<file path="config.mk">
export PLATFORM = sky130hd
export DESIGN_NAME = target_gate_and_store_unit
export DESIGN_NICKNAME = d
export VERILOG_FILES = /design/src/rtl/tgs_pkg.sv /design/src/rtl/tgs_ram.sv /design/src/rtl/tgs_dist.sv /design/src/rtl/target_gate_and_store_unit.sv
export SDC_FILE = /design/constraint.sdc
export NUM_CORES = 2
export LEC_CHECK = 0
export ABC_AREA = 0
export BUFFER_PORTS_ARGS = -buffer_cell sky130_fd_sc_hd__buf_2
export CAP_MARGIN = 20
export CORE_MARGIN = 5
export CORE_UTILIZATION = 35
export DETAILED_ROUTE_END_ITERATION = 8
export PLACE_DENSITY_LB_ADDON = 0.08
export SLEW_MARGIN = 40
export SYNTH_ARGS = -nofsm -noshare
export SYNTH_HDL_FRONTEND = slang
export SYNTH_HIERARCHICAL = 1
export SYNTH_SLANG_ARGS = --single-unit
</file>
<file path="constraint.sdc">
create_clock -name clk -period 9.6 [get_ports clk]
set_input_delay 0 -clock clk [delete_from_list [all_inputs] [get_ports clk]]
set_output_delay 0 -clock clk [all_outputs]
set_load 0.01 [all_outputs]
</file>
<file path="src/rtl/tgs_pkg.sv">
// ----------------------------------------------------------------------------
// Target gate and store package
// Shared types and constants for the target table, the gate distance unit
// and the top level.
// ----------------------------------------------------------------------------
`default_nettype none

package tgs_pkg;

  localparam int MAX_TARGETS_DEF = 32;
  localparam int COORD_W         = 16;
  localparam int POINTS_W        = 12;
  localparam int SLOT_W          = 6;
  localparam int TOTAL_W         = 7;
  localparam int SQ_W            = 32;

  localparam logic [15:0] GATE_RESET = 16'd512;

  typedef enum logic [2:0] {
    ACT_UPDATED = 3'd0,
    ACT_KEPT    = 3'd1,
    ACT_INSERTED = 3'd2,
    ACT_DROPPED = 3'd3,
    ACT_DUMP    = 3'd4
  } action_t;

  typedef enum logic {
    CMD_ASSOC = 1'b0,
    CMD_DUMP  = 1'b1
  } cmd_t;

  typedef struct packed {
    logic [POINTS_W-1:0]       pts;
    logic signed [COORD_W-1:0] y;
    logic signed [COORD_W-1:0] x;
  } entry_t;

  typedef struct packed {
    logic valid;
    logic hit;
  } dist_st_t;

endpackage

`default_nettype wire

</file>
<file path="src/rtl/tgs_ram.sv">
// ----------------------------------------------------------------------------
// Generic synchronous RAM
// One write port and one read port with an enable; the read data is
// registered and holds while no read is issued.
// ----------------------------------------------------------------------------
`default_nettype none

module tgs_ram #(
  parameter int WIDTH = 8,
  parameter int DEPTH = 32,
  localparam int AW = (DEPTH > 1) ? $clog2(DEPTH) : 1
) (
  input  wire logic             clk,
  input  wire logic             we,
  input  wire logic [AW-1:0]    waddr,
  input  wire logic [WIDTH-1:0] wdata,
  input  wire logic             re,
  input  wire logic [AW-1:0]    raddr,
  output logic      [WIDTH-1:0] rdata
);

  logic [WIDTH-1:0] mem_r [DEPTH];

  always_ff @(posedge clk) begin
    if (we) begin
      mem_r[waddr] <= wdata;
    end
    if (re) begin
      rdata <= mem_r[raddr];
    end
  end

endmodule

`default_nettype wire

</file>
<file path="src/rtl/tgs_dist.sv">
// ----------------------------------------------------------------------------
// Gate distance unit
// Squares the x and y offsets between the centroid and a stored entry in a
// registered stage, then sums them and compares against the squared gate.
// ----------------------------------------------------------------------------
`default_nettype none

module tgs_dist (
  input  wire logic                       clk,
  input  wire logic                       rst_n,
  input  wire logic                       valid_in,
  input  wire logic signed [15:0]         cx,
  input  wire logic signed [15:0]         cy,
  input  wire tgs_pkg::entry_t            entry_in,
  input  wire logic [31:0]                gate2,
  output tgs_pkg::dist_st_t               st,
  output tgs_pkg::entry_t                 entry_q
);

  import tgs_pkg::*;

  logic signed [COORD_W:0]     dx;
  logic signed [COORD_W:0]     dy;
  logic signed [2*COORD_W+1:0] px;
  logic signed [2*COORD_W+1:0] py;
  logic [SQ_W-1:0]             sqx_r;
  logic [SQ_W-1:0]             sqy_r;
  logic                        valid_r;
  logic [SQ_W:0]               d2;

  assign dx = {cx[COORD_W-1], cx} - {entry_in.x[COORD_W-1], entry_in.x};
  assign dy = {cy[COORD_W-1], cy} - {entry_in.y[COORD_W-1], entry_in.y};
  assign px = dx * dx;
  assign py = dy * dy;

  always_ff @(posedge clk) begin
    if (!rst_n) begin
      valid_r <= 1'b0;
    end else begin
      valid_r <= valid_in;
    end
    sqx_r   <= px[SQ_W-1:0];
    sqy_r   <= py[SQ_W-1:0];
    entry_q <= entry_in;
  end

  assign d2       = {1'b0, sqx_r} + {1'b0, sqy_r};
  assign st.valid = valid_r;
  assign st.hit   = valid_r && (d2 < {1'b0, gate2});

endmodule

`default_nettype wire

</file>
<file path="src/rtl/target_gate_and_store_unit.sv">
// ----------------------------------------------------------------------------
// Target gate and store unit
// Associates cluster centroids with a table of stored targets held in RAM,
// and lists the table on request.
// ----------------------------------------------------------------------------
// The table lives in one single-port-read RAM, one entry per read. An
// associate item scans the stored entries in slot order at one entry per
// cycle through the RAM read, a squaring stage and a compare, and stops at
// the first entry inside the gate. With no match, the result is loaded
// once every stored entry has passed the compare, or as soon as the scan
// finds nothing to read for an empty table. It always gives one result.
// A dump item gives one result per stored entry, passing through a read
// state and an output state for each entry, since each needs its own RAM
// read, and none for an empty table. A result waits in the output register
// while the output is stalled, and so does the item behind it. One item is
// handled at a time; the next is accepted in the cycle after the last
// result of the previous one is loaded into the output register. The table
// needs no clearing after reset, since only slots below the stored count
// are read.
// ----------------------------------------------------------------------------
`default_nettype none

module target_gate_and_store_unit #(
  parameter int MAX_TARGETS = tgs_pkg::MAX_TARGETS_DEF
) (
  input  wire logic        clk,
  input  wire logic        rst_n,
  // in_tdata: centroid_x[15:0], centroid_y[31:16], cluster_points[43:32]
  input  wire logic [47:0] in_tdata,
  // in_tuser: cmd[0]
  input  wire logic [0:0]  in_tuser,
  input  wire logic        in_tvalid,
  output logic             in_tready,
  // out_tdata: slot[5:0], entry_x[21:6], entry_y[37:22],
  // entry_points[49:38], stored_total[56:50]
  output logic [63:0]      out_tdata,
  // out_tuser: action[2:0]
  output logic [2:0]       out_tuser,
  output logic             out_tlast,
  output logic             out_tvalid,
  input  wire logic        out_tready,
  input  wire logic [15:0] cfg_data,
  input  wire logic        cfg_valid,
  output logic             cfg_ready
);

  import tgs_pkg::*;

  localparam int AW = (MAX_TARGETS > 1) ? $clog2(MAX_TARGETS) : 1;
  localparam int CW = $clog2(MAX_TARGETS + 1);
  localparam logic [CW-1:0] FULL_COUNT = CW'(MAX_TARGETS);

  typedef enum logic [2:0] {
    S_IDLE,
    S_SCAN,
    S_DECIDE,
    S_DUMP_RD,
    S_DUMP_OUT
  } state_t;

  state_t            state_r;
  logic [31:0]       gate2_r;
  logic [CW-1:0]     total_r;
  logic [CW-1:0]     rd_idx_r;
  logic              rd_v_r;
  logic [AW-1:0]     idx1_r;
  logic [AW-1:0]     idx2_r;
  logic signed [15:0] cx_r;
  logic signed [15:0] cy_r;
  logic [11:0]       cp_r;
  logic              m_hit_r;
  logic [AW-1:0]     m_idx_r;
  entry_t            m_entry_r;

  logic              out_valid_r;
  logic [63:0]       out_data_r;
  logic [2:0]        out_user_r;
  logic              out_last_r;

  logic              out_free;
  logic              out_load;
  logic              scan_issue;
  logic              ram_re;
  logic              ram_we;
  logic [AW-1:0]     ram_waddr;
  entry_t            ram_rdata;
  entry_t            new_entry;
  dist_st_t          dist_st;
  entry_t            dist_entry;

  action_t           dec_action;
  logic [AW-1:0]     dec_slot;
  entry_t            dec_entry;
  logic              dec_we;
  logic [CW-1:0]     dec_total;
  logic              dump_last;

  assign cfg_ready  = 1'b1;
  assign in_tready  = (state_r == S_IDLE);
  assign out_tvalid = out_valid_r;
  assign out_tdata  = out_data_r;
  assign out_tuser  = out_user_r;
  assign out_tlast  = out_last_r;
  assign out_free   = !out_valid_r || out_tready;
  assign out_load   = ((state_r == S_DECIDE) || (state_r == S_DUMP_OUT)) && out_free;

  assign new_entry.x   = cx_r;
  assign new_entry.y   = cy_r;
  assign new_entry.pts = cp_r;

  assign scan_issue = (state_r == S_SCAN) && (rd_idx_r < total_r);
  assign ram_re     = scan_issue || (state_r == S_DUMP_RD);
  assign ram_we     = (state_r == S_DECIDE) && out_free && dec_we;
  assign dump_last  = ({1'b0, rd_idx_r} + {{CW{1'b0}}, 1'b1}) == {1'b0, total_r};

  always_comb begin
    dec_action = ACT_DROPPED;
    dec_slot   = '0;
    dec_entry  = '0;
    dec_we     = 1'b0;
    dec_total  = total_r;
    ram_waddr  = m_idx_r;
    if (m_hit_r) begin
      dec_slot = m_idx_r;
      if (m_entry_r.pts < cp_r) begin
        dec_action = ACT_UPDATED;
        dec_entry  = new_entry;
        dec_we     = 1'b1;
      end else begin
        dec_action = ACT_KEPT;
        dec_entry  = m_entry_r;
      end
    end else if (total_r != FULL_COUNT) begin
      dec_action = ACT_INSERTED;
      dec_slot   = total_r[AW-1:0];
      dec_entry  = new_entry;
      dec_we     = 1'b1;
      dec_total  = total_r + {{(CW-1){1'b0}}, 1'b1};
      ram_waddr  = total_r[AW-1:0];
    end
  end

  tgs_ram #(
    .WIDTH($bits(entry_t)),
    .DEPTH(MAX_TARGETS)
  ) u_table (
    .clk   (clk),
    .we    (ram_we),
    .waddr (ram_waddr),
    .wdata (new_entry),
    .re    (ram_re),
    .raddr (rd_idx_r[AW-1:0]),
    .rdata (ram_rdata)
  );

  tgs_dist u_dist (
    .clk      (clk),
    .rst_n    (rst_n),
    .valid_in (rd_v_r),
    .cx       (cx_r),
    .cy       (cy_r),
    .entry_in (ram_rdata),
    .gate2    (gate2_r),
    .st       (dist_st),
    .entry_q  (dist_entry)
  );

  always_ff @(posedge clk) begin
    if (!rst_n) begin
      state_r     <= S_IDLE;
      gate2_r     <= 32'(GATE_RESET) * 32'(GATE_RESET);
      total_r     <= '0;
      rd_idx_r    <= '0;
      rd_v_r      <= 1'b0;
      m_hit_r     <= 1'b0;
      out_valid_r <= 1'b0;
    end else begin
      if (cfg_valid && cfg_ready) begin
        gate2_r <= 32'(cfg_data) * 32'(cfg_data);
      end
      if (out_valid_r && out_tready && !out_load) begin
        out_valid_r <= 1'b0;
      end
      rd_v_r <= scan_issue;
      idx1_r <= rd_idx_r[AW-1:0];
      idx2_r <= idx1_r;

      unique case (state_r)
        S_IDLE: begin
          if (in_tvalid) begin
            cx_r     <= in_tdata[15:0];
            cy_r     <= in_tdata[31:16];
            cp_r     <= in_tdata[43:32];
            rd_idx_r <= '0;
            if (in_tuser[0] == CMD_DUMP) begin
              if (total_r != '0) begin
                state_r <= S_DUMP_RD;
              end
            end else begin
              state_r <= S_SCAN;
            end
          end
        end
        S_SCAN: begin
          if (scan_issue) begin
            rd_idx_r <= rd_idx_r + {{(CW-1){1'b0}}, 1'b1};
          end
          if (dist_st.hit) begin
            m_hit_r   <= 1'b1;
            m_idx_r   <= idx2_r;
            m_entry_r <= dist_entry;
            state_r   <= S_DECIDE;
          end else if (!scan_issue && !rd_v_r && !dist_st.valid) begin
            m_hit_r <= 1'b0;
            state_r <= S_DECIDE;
          end
        end
        S_DECIDE: begin
          if (out_free) begin
            total_r     <= dec_total;
            out_valid_r <= 1'b1;
            out_user_r  <= dec_action;
            out_last_r  <= 1'b1;
            out_data_r  <= {7'd0, TOTAL_W'(dec_total), dec_entry.pts, dec_entry.y,
                            dec_entry.x, SLOT_W'(dec_slot)};
            state_r     <= S_IDLE;
          end
        end
        S_DUMP_RD: begin
          state_r <= S_DUMP_OUT;
        end
        S_DUMP_OUT: begin
          if (out_free) begin
            out_valid_r <= 1'b1;
            out_user_r  <= ACT_DUMP;
            out_last_r  <= dump_last;
            out_data_r  <= {7'd0, TOTAL_W'(total_r), ram_rdata.pts, ram_rdata.y,
                            ram_rdata.x, SLOT_W'(rd_idx_r[AW-1:0])};
            if (dump_last) begin
              state_r <= S_IDLE;
            end else begin
              rd_idx_r <= rd_idx_r + {{(CW-1){1'b0}}, 1'b1};
              state_r  <= S_DUMP_RD;
            end
          end
        end
        default: begin
          state_r <= S_IDLE;
        end
      endcase
    end
  end

endmodule

`default_nettype wire
</file>
* Word level (Yosys, flattened, before mapping)
Memories as Yosys holds them, arrays and structs flattened. A register that Yosys moved wholly into a read port is not among the register bits. Cells that the tools add are included.
Storage, ports and cells: input bits 70, register bits after elaboration 330, bits in writable memories 1408, memories kept 1
Operators by class: multiply operators 3, $add $sub $neg 6, multiplexer cells 45, eq/ne operators 13, magnitude comparators 3, reduce and logical (&&, ||, !) cells 30
Memories:
- u_table.mem_r | words 32, bits a word 44, read ports 1, clocked after Yosys merged registers in 1, write ports 1, RTL line tgs_ram.sv:22 | logic [WIDTH-1:0] mem_r [DEPTH];
Operators by type and width (number):
- 44-bit 2-to-1 mux | 3
- 64-bit 2-to-1 mux | 2
- 64-bit case mux with 2 select lines | 1
- 17-bit by 17-bit multiplier with 32-bit output | 2
- 6-bit 2-to-1 mux | 6
- 16-bit by 16-bit subtractor with 17-bit output | 2
- 32-bit by 32-bit adder with 33-bit output | 1
- 33-bit by 32-bit less-than comparator with 1-bit output | 1
- 16-bit by 16-bit multiplier with 32-bit output | 1
- 3-bit 2-to-1 mux | 10
- 5-bit 2-to-1 mux | 4
- 6-bit case mux with 3 select lines | 1
- 3-bit case mux with 5 select lines | 1
- 1-bit 2-to-1 mux | 14
- 6-bit by 1-bit adder with 6-bit output, second input constant | 2
- 12-bit less-than comparator | 1
- 2-bit inequality test, second input constant | 5
- 5-bit AND reduction | 2
- 1-bit logical AND | 9
- 6-bit by 1-bit adder with 7-bit output, second input constant | 1
- 7-bit by 6-bit equality test with 1-bit output | 1
- 3-bit by 2-bit equality test with 1-bit output, second input constant | 2
- 6-bit less-than comparator | 1
- 3-bit by 2-bit inequality test with 1-bit output, second input constant | 2
- 16 further kinds | 25

* Longest topological paths before layout
depth after elaboration 8, gate-level depth with buffers 34, gate-level depth less buffers 32

* Modules after synthesis
Netlist, hierarchy kept.
Modules (own cells, without submodules):
- tgs_ram | times used 1, cells an instance 3090, area each 55988.7 um^2
- tgs_dist | times used 1, cells an instance 2646, area each 24212.0 um^2
- target_gate_and_store_unit | times used 1, cells an instance 1618, area each 16525.8 um^2

* Least setup slack after synthesis
OpenSTA, ideal clock, no wires.
path kind register to register, start register cx_r[0], end register u_dist.sqx_r[29], setup time 126 ps, path buffers 0, path slack 1483 ps, data arrival time 7990 ps, cell stages (with the launch flop) 32, cell sequence edfxtp_1 > inv_1 > ha_1 > fa_1 > nor2b_1 > o31a_1 > o21ai_0 > nand2b_1 > xor2_1 > clkinv_1 > nor2_1 > inv_1 > fa_1 > inv_1 > fa_1 > inv_1 > fa_1 > inv_1 > fa_1 > fa_1 > inv_1 > fa_1 > inv_1 > ha_1 > a21o_1 > a221oi_1 > a21oi_1 > a211oi_1 > a31oi_1 > o31ai_1 > a22oi_1 > xor2_1
Between the ends: word-level cells in the longest chain between the ends 2
RTL lines:
- from (decl) | RTL line target_gate_and_store_unit.sv:68 | logic signed [15:0] cx_r;
- from (signal assigned) | RTL line target_gate_and_store_unit.sv:191 | cx_r <= in_tdata[15:0];
- 16-bit by 16-bit subtractor with 17-bit output | RTL line tgs_dist.sv:31 | assign dx = {cx[COORD_W-1], cx} - {entry_in.x[COORD_W-1], entry_in.x};
- 17-bit by 17-bit multiplier with 32-bit output | RTL line tgs_dist.sv:33 | assign px = dx * dx;
- net u_dist.px[29] | RTL line tgs_dist.sv:24 | logic signed [2*COORD_W+1:0] px;
- to (signal assigned) | RTL line tgs_dist.sv:42 | sqx_r <= px[SQ_W-1:0];
- to (decl) | RTL line tgs_dist.sv:26 | logic [SQ_W-1:0] sqx_r;
The timed path passes the listed nets, and every way through them passes these cells. A chain may end at the register's enable or synchronous reset.

* Worst setup path after layout
start register u_table.rdata[1], read port of u_table.mem_r, end register u_dist.sqx_r[29]
Between the ends: word-level cells in the longest chain between the ends 2
RTL lines:
- from (decl) | RTL line tgs_ram.sv:19 | output logic [WIDTH-1:0] rdata
- 16-bit by 16-bit subtractor with 17-bit output | RTL line tgs_dist.sv:31
- 17-bit by 17-bit multiplier with 32-bit output | RTL line tgs_dist.sv:33
- net u_dist.px[29] | RTL line tgs_dist.sv:24
The timed path passes the listed nets, and every way through them passes these cells.

==> run metrics <==
status=complete, no violations; grt met3 use=0.0259; largest net degree at the start of global routing=111; crit end category=register; I/O pin total=141; Storage cell area=51,600 um2; wire per inst=24.8 um; Setup crit start kind=register; largest family of logic cells by synthesized area=adder cells; Synth Area in Compound Gates=0.0682; largest area contributor in the netlist=edfxtp_1; Area contributors post-synth=edfxtp_1 50%, fa_1 14%, mux2i_1 7.5%; initial core utilization=0.351; most common cell in the netlist=edfxtp_1; First-pass DRT Iterations=5; WS Path Type=reg -> reg; fin cells=11,600; DRC Markers=0; Req. time, crit path=10.31 ns; Multi-input gate area=40,100 um2; Crit path largest cell delay=0.73 ns; clock sinks=1,770; post-synth top area share=0.501; CTS tree=built; top_reg_cell synth=edfxtp_1; Die H=536 um; clock buffer depth=4; worst-case reg-to-reg path depth=31; DR iter-0 viols=3,729; Synth cell types=101; final hold vios=0; Final Cycle Share=0.940; unrepaired setup endpoints after global routing=no; Die W=536 um; post-route setup TNS=0 ns; Post-synth top cells=1,614 x edfxtp_1, 981 x inv_1, 724 x mux2i_1, 682 x fa_1, 523 x nand2_1; critical path peak fanout=6; max-slew violations=0; Hold Path Depth=5; Rows=193; Ys Warns=6; Post-CTS Setup Repair Bufs=0; initial antenna violation count=13; clk root buf=clkbuf_16; M1 GR Usage=0.271; final wirelength=287 mm; antenna viol nets, final=0; sequential-to-total area share from yosys stat=0.533; fin crit period=9.02 ns; GRT Max-Usage Layer=met2; Max-slew headroom=0.400; Skew-Pair Late Insertion Delay=0.86 ns; reg2reg setup slack=0.58 ns; actual slew at the worst max-slew pin=0.887 ns; simple-gate area share of the yosys netlist=0.0633; critical path's slowest cell=nor4b_1; first-pass GRT wire length=419 mm; register bit count reported by yosys=1,770; crit path buf inv count=8; Via Count=58,100; setup violators final=0; TritonCTS Buffers=200; Worst Skew=0.0759 ns; share of layout cells above drive strength 1=0.0918; vias in the first global route=60,400; die area=287,000 um2; Avg Inst Size Synth=13.2 um2; FILL cells=26,200; Crit path max-delay family=adder cells; fmax=111 MHz; FFs w/ async S/R, synth=0; GRT overflow=0; Hold WS=0.195 ns; Via density=5.03; most used cell, CP=inv_1; area grow syn2layout=14.1%; Max-Cap Viols=0; dpl cells=11,100; post-synthesis mux area share=0.0753; Gate Count Post-Synth=7,354; xor and xnor area share after synthesis=0.0150; Hold/Removal Path Class=in -> reg; Post-Synth Adder-Cell Area=0.189; Worst EP arrival=9.73 ns; total track usage=0.198; placed cell areas=103,000 um2; I/O Buffers=126; H-tree levels=4; Core ar.=276,000 um2; Post-synth EDFFs=1,614; Final HPWL DP=187 mm; GP Congestion=0.836; critical path depth in cells=31; cell area after synthesis=96,700 um2; post-layout instance area=110,000 um2; met2 Use GR=0.340; Final nets=8,810; clock transition at the registers of the reported paths=0.06 ns
==> sequential cells by signal, summed over array words and instances, names as in the netlist, 6 cells and up <==
register	cells
u_dist/sqy_r	31
u_dist/sqx_r	31
total_r	6
u_dist/entry_q	44
cx_r	16
cy_r	16
m_entry_r	44
rd_idx_r	6
gate2_r	31
u_table/mem_r	1408
u_table/rdata	44
cp_r	12
out_tdata	55
==> placed cells by master, fill, tap and decap left out, drive strengths merged, types with 138 or more instances in the layout <==
cell type     n
a21oi       252
nand2       523
a22oi       138
edfxtp     1614
nand3       187
clkbuf      254
fa          682
buf         336
ha          371
mux2i       724
dfxtp       156
nor2        353
inv         994
==> per-layer routing <==
layer | vias to the layer above | wire, um
li1 | 26400 | -
met1 | 30300 | 128000
met2 | 1110 | 142000
met3 | 298 | 12300
met4 | 2 | 5320
met5 | - | 13
==> final timing paths <==
check,startpoint,to
worst min-delay path,out_tready,out_tvalid
worst max register to register,u_table/rdata[1],u_dist/sqx_r[29]
worst max-delay path,u_table/rdata[1],u_dist/sqx_r[29]
worst min register to register,u_table/rdata[40],u_dist/entry_q[40]
==> metrics by stage <==
| stage | setup WS (ns) | utilization |
|---|---|---|
| 5_1_grt | 0.0601 | 0.400 |
| 2_1_floorplan | 1.48 | - |
| 4_1_cts | 0.549 | 0.400 |
| 3_5_place_dp | 0.575 | 0.373 |
| 6_report | 0.577 | 0.400 |
| 3_3_place_gp | 0.641 | 0.370 |
==> layout make-up <==
cell class                      instances  share of cell area
Clock buffer                          254              0.0486
Timing Repair Buffer                  435              0.0357
Clock inverter                        100             0.00832
Multi-Input combinational cell       4283               0.364
Sequential cell                      1770               0.468
Antenna cell                           10            0.000227
Inverter                              997              0.0339
Tap cell                             3705              0.0420
==> logic make-up after synthesis <==
kind of cell / count (synthesis)
mux: 727
xor+xnor: 163
simple gates: 1374
buf+inv: 1310
fa+ha+maj: 1053
compound gates: 955
other cells: 2
flops: 1770
==> repair_timing <==
action	in CTS	in global routing
gates resized for setup	0	1
hold buffers	99	0
setup endpoints to repair	0	3
endpoints found under the hold margin	110	0
==> worst min-delay path: cells and delay by family <==
family	cells	cell delay (ns)
buffers and inverters	2	0.76
AND/OR/NAND/NOR	3	0.21
Power is left out: the tool's default activity adds up to more than one toggle a clock period on the data nets, which glitch-free logic cannot reach.
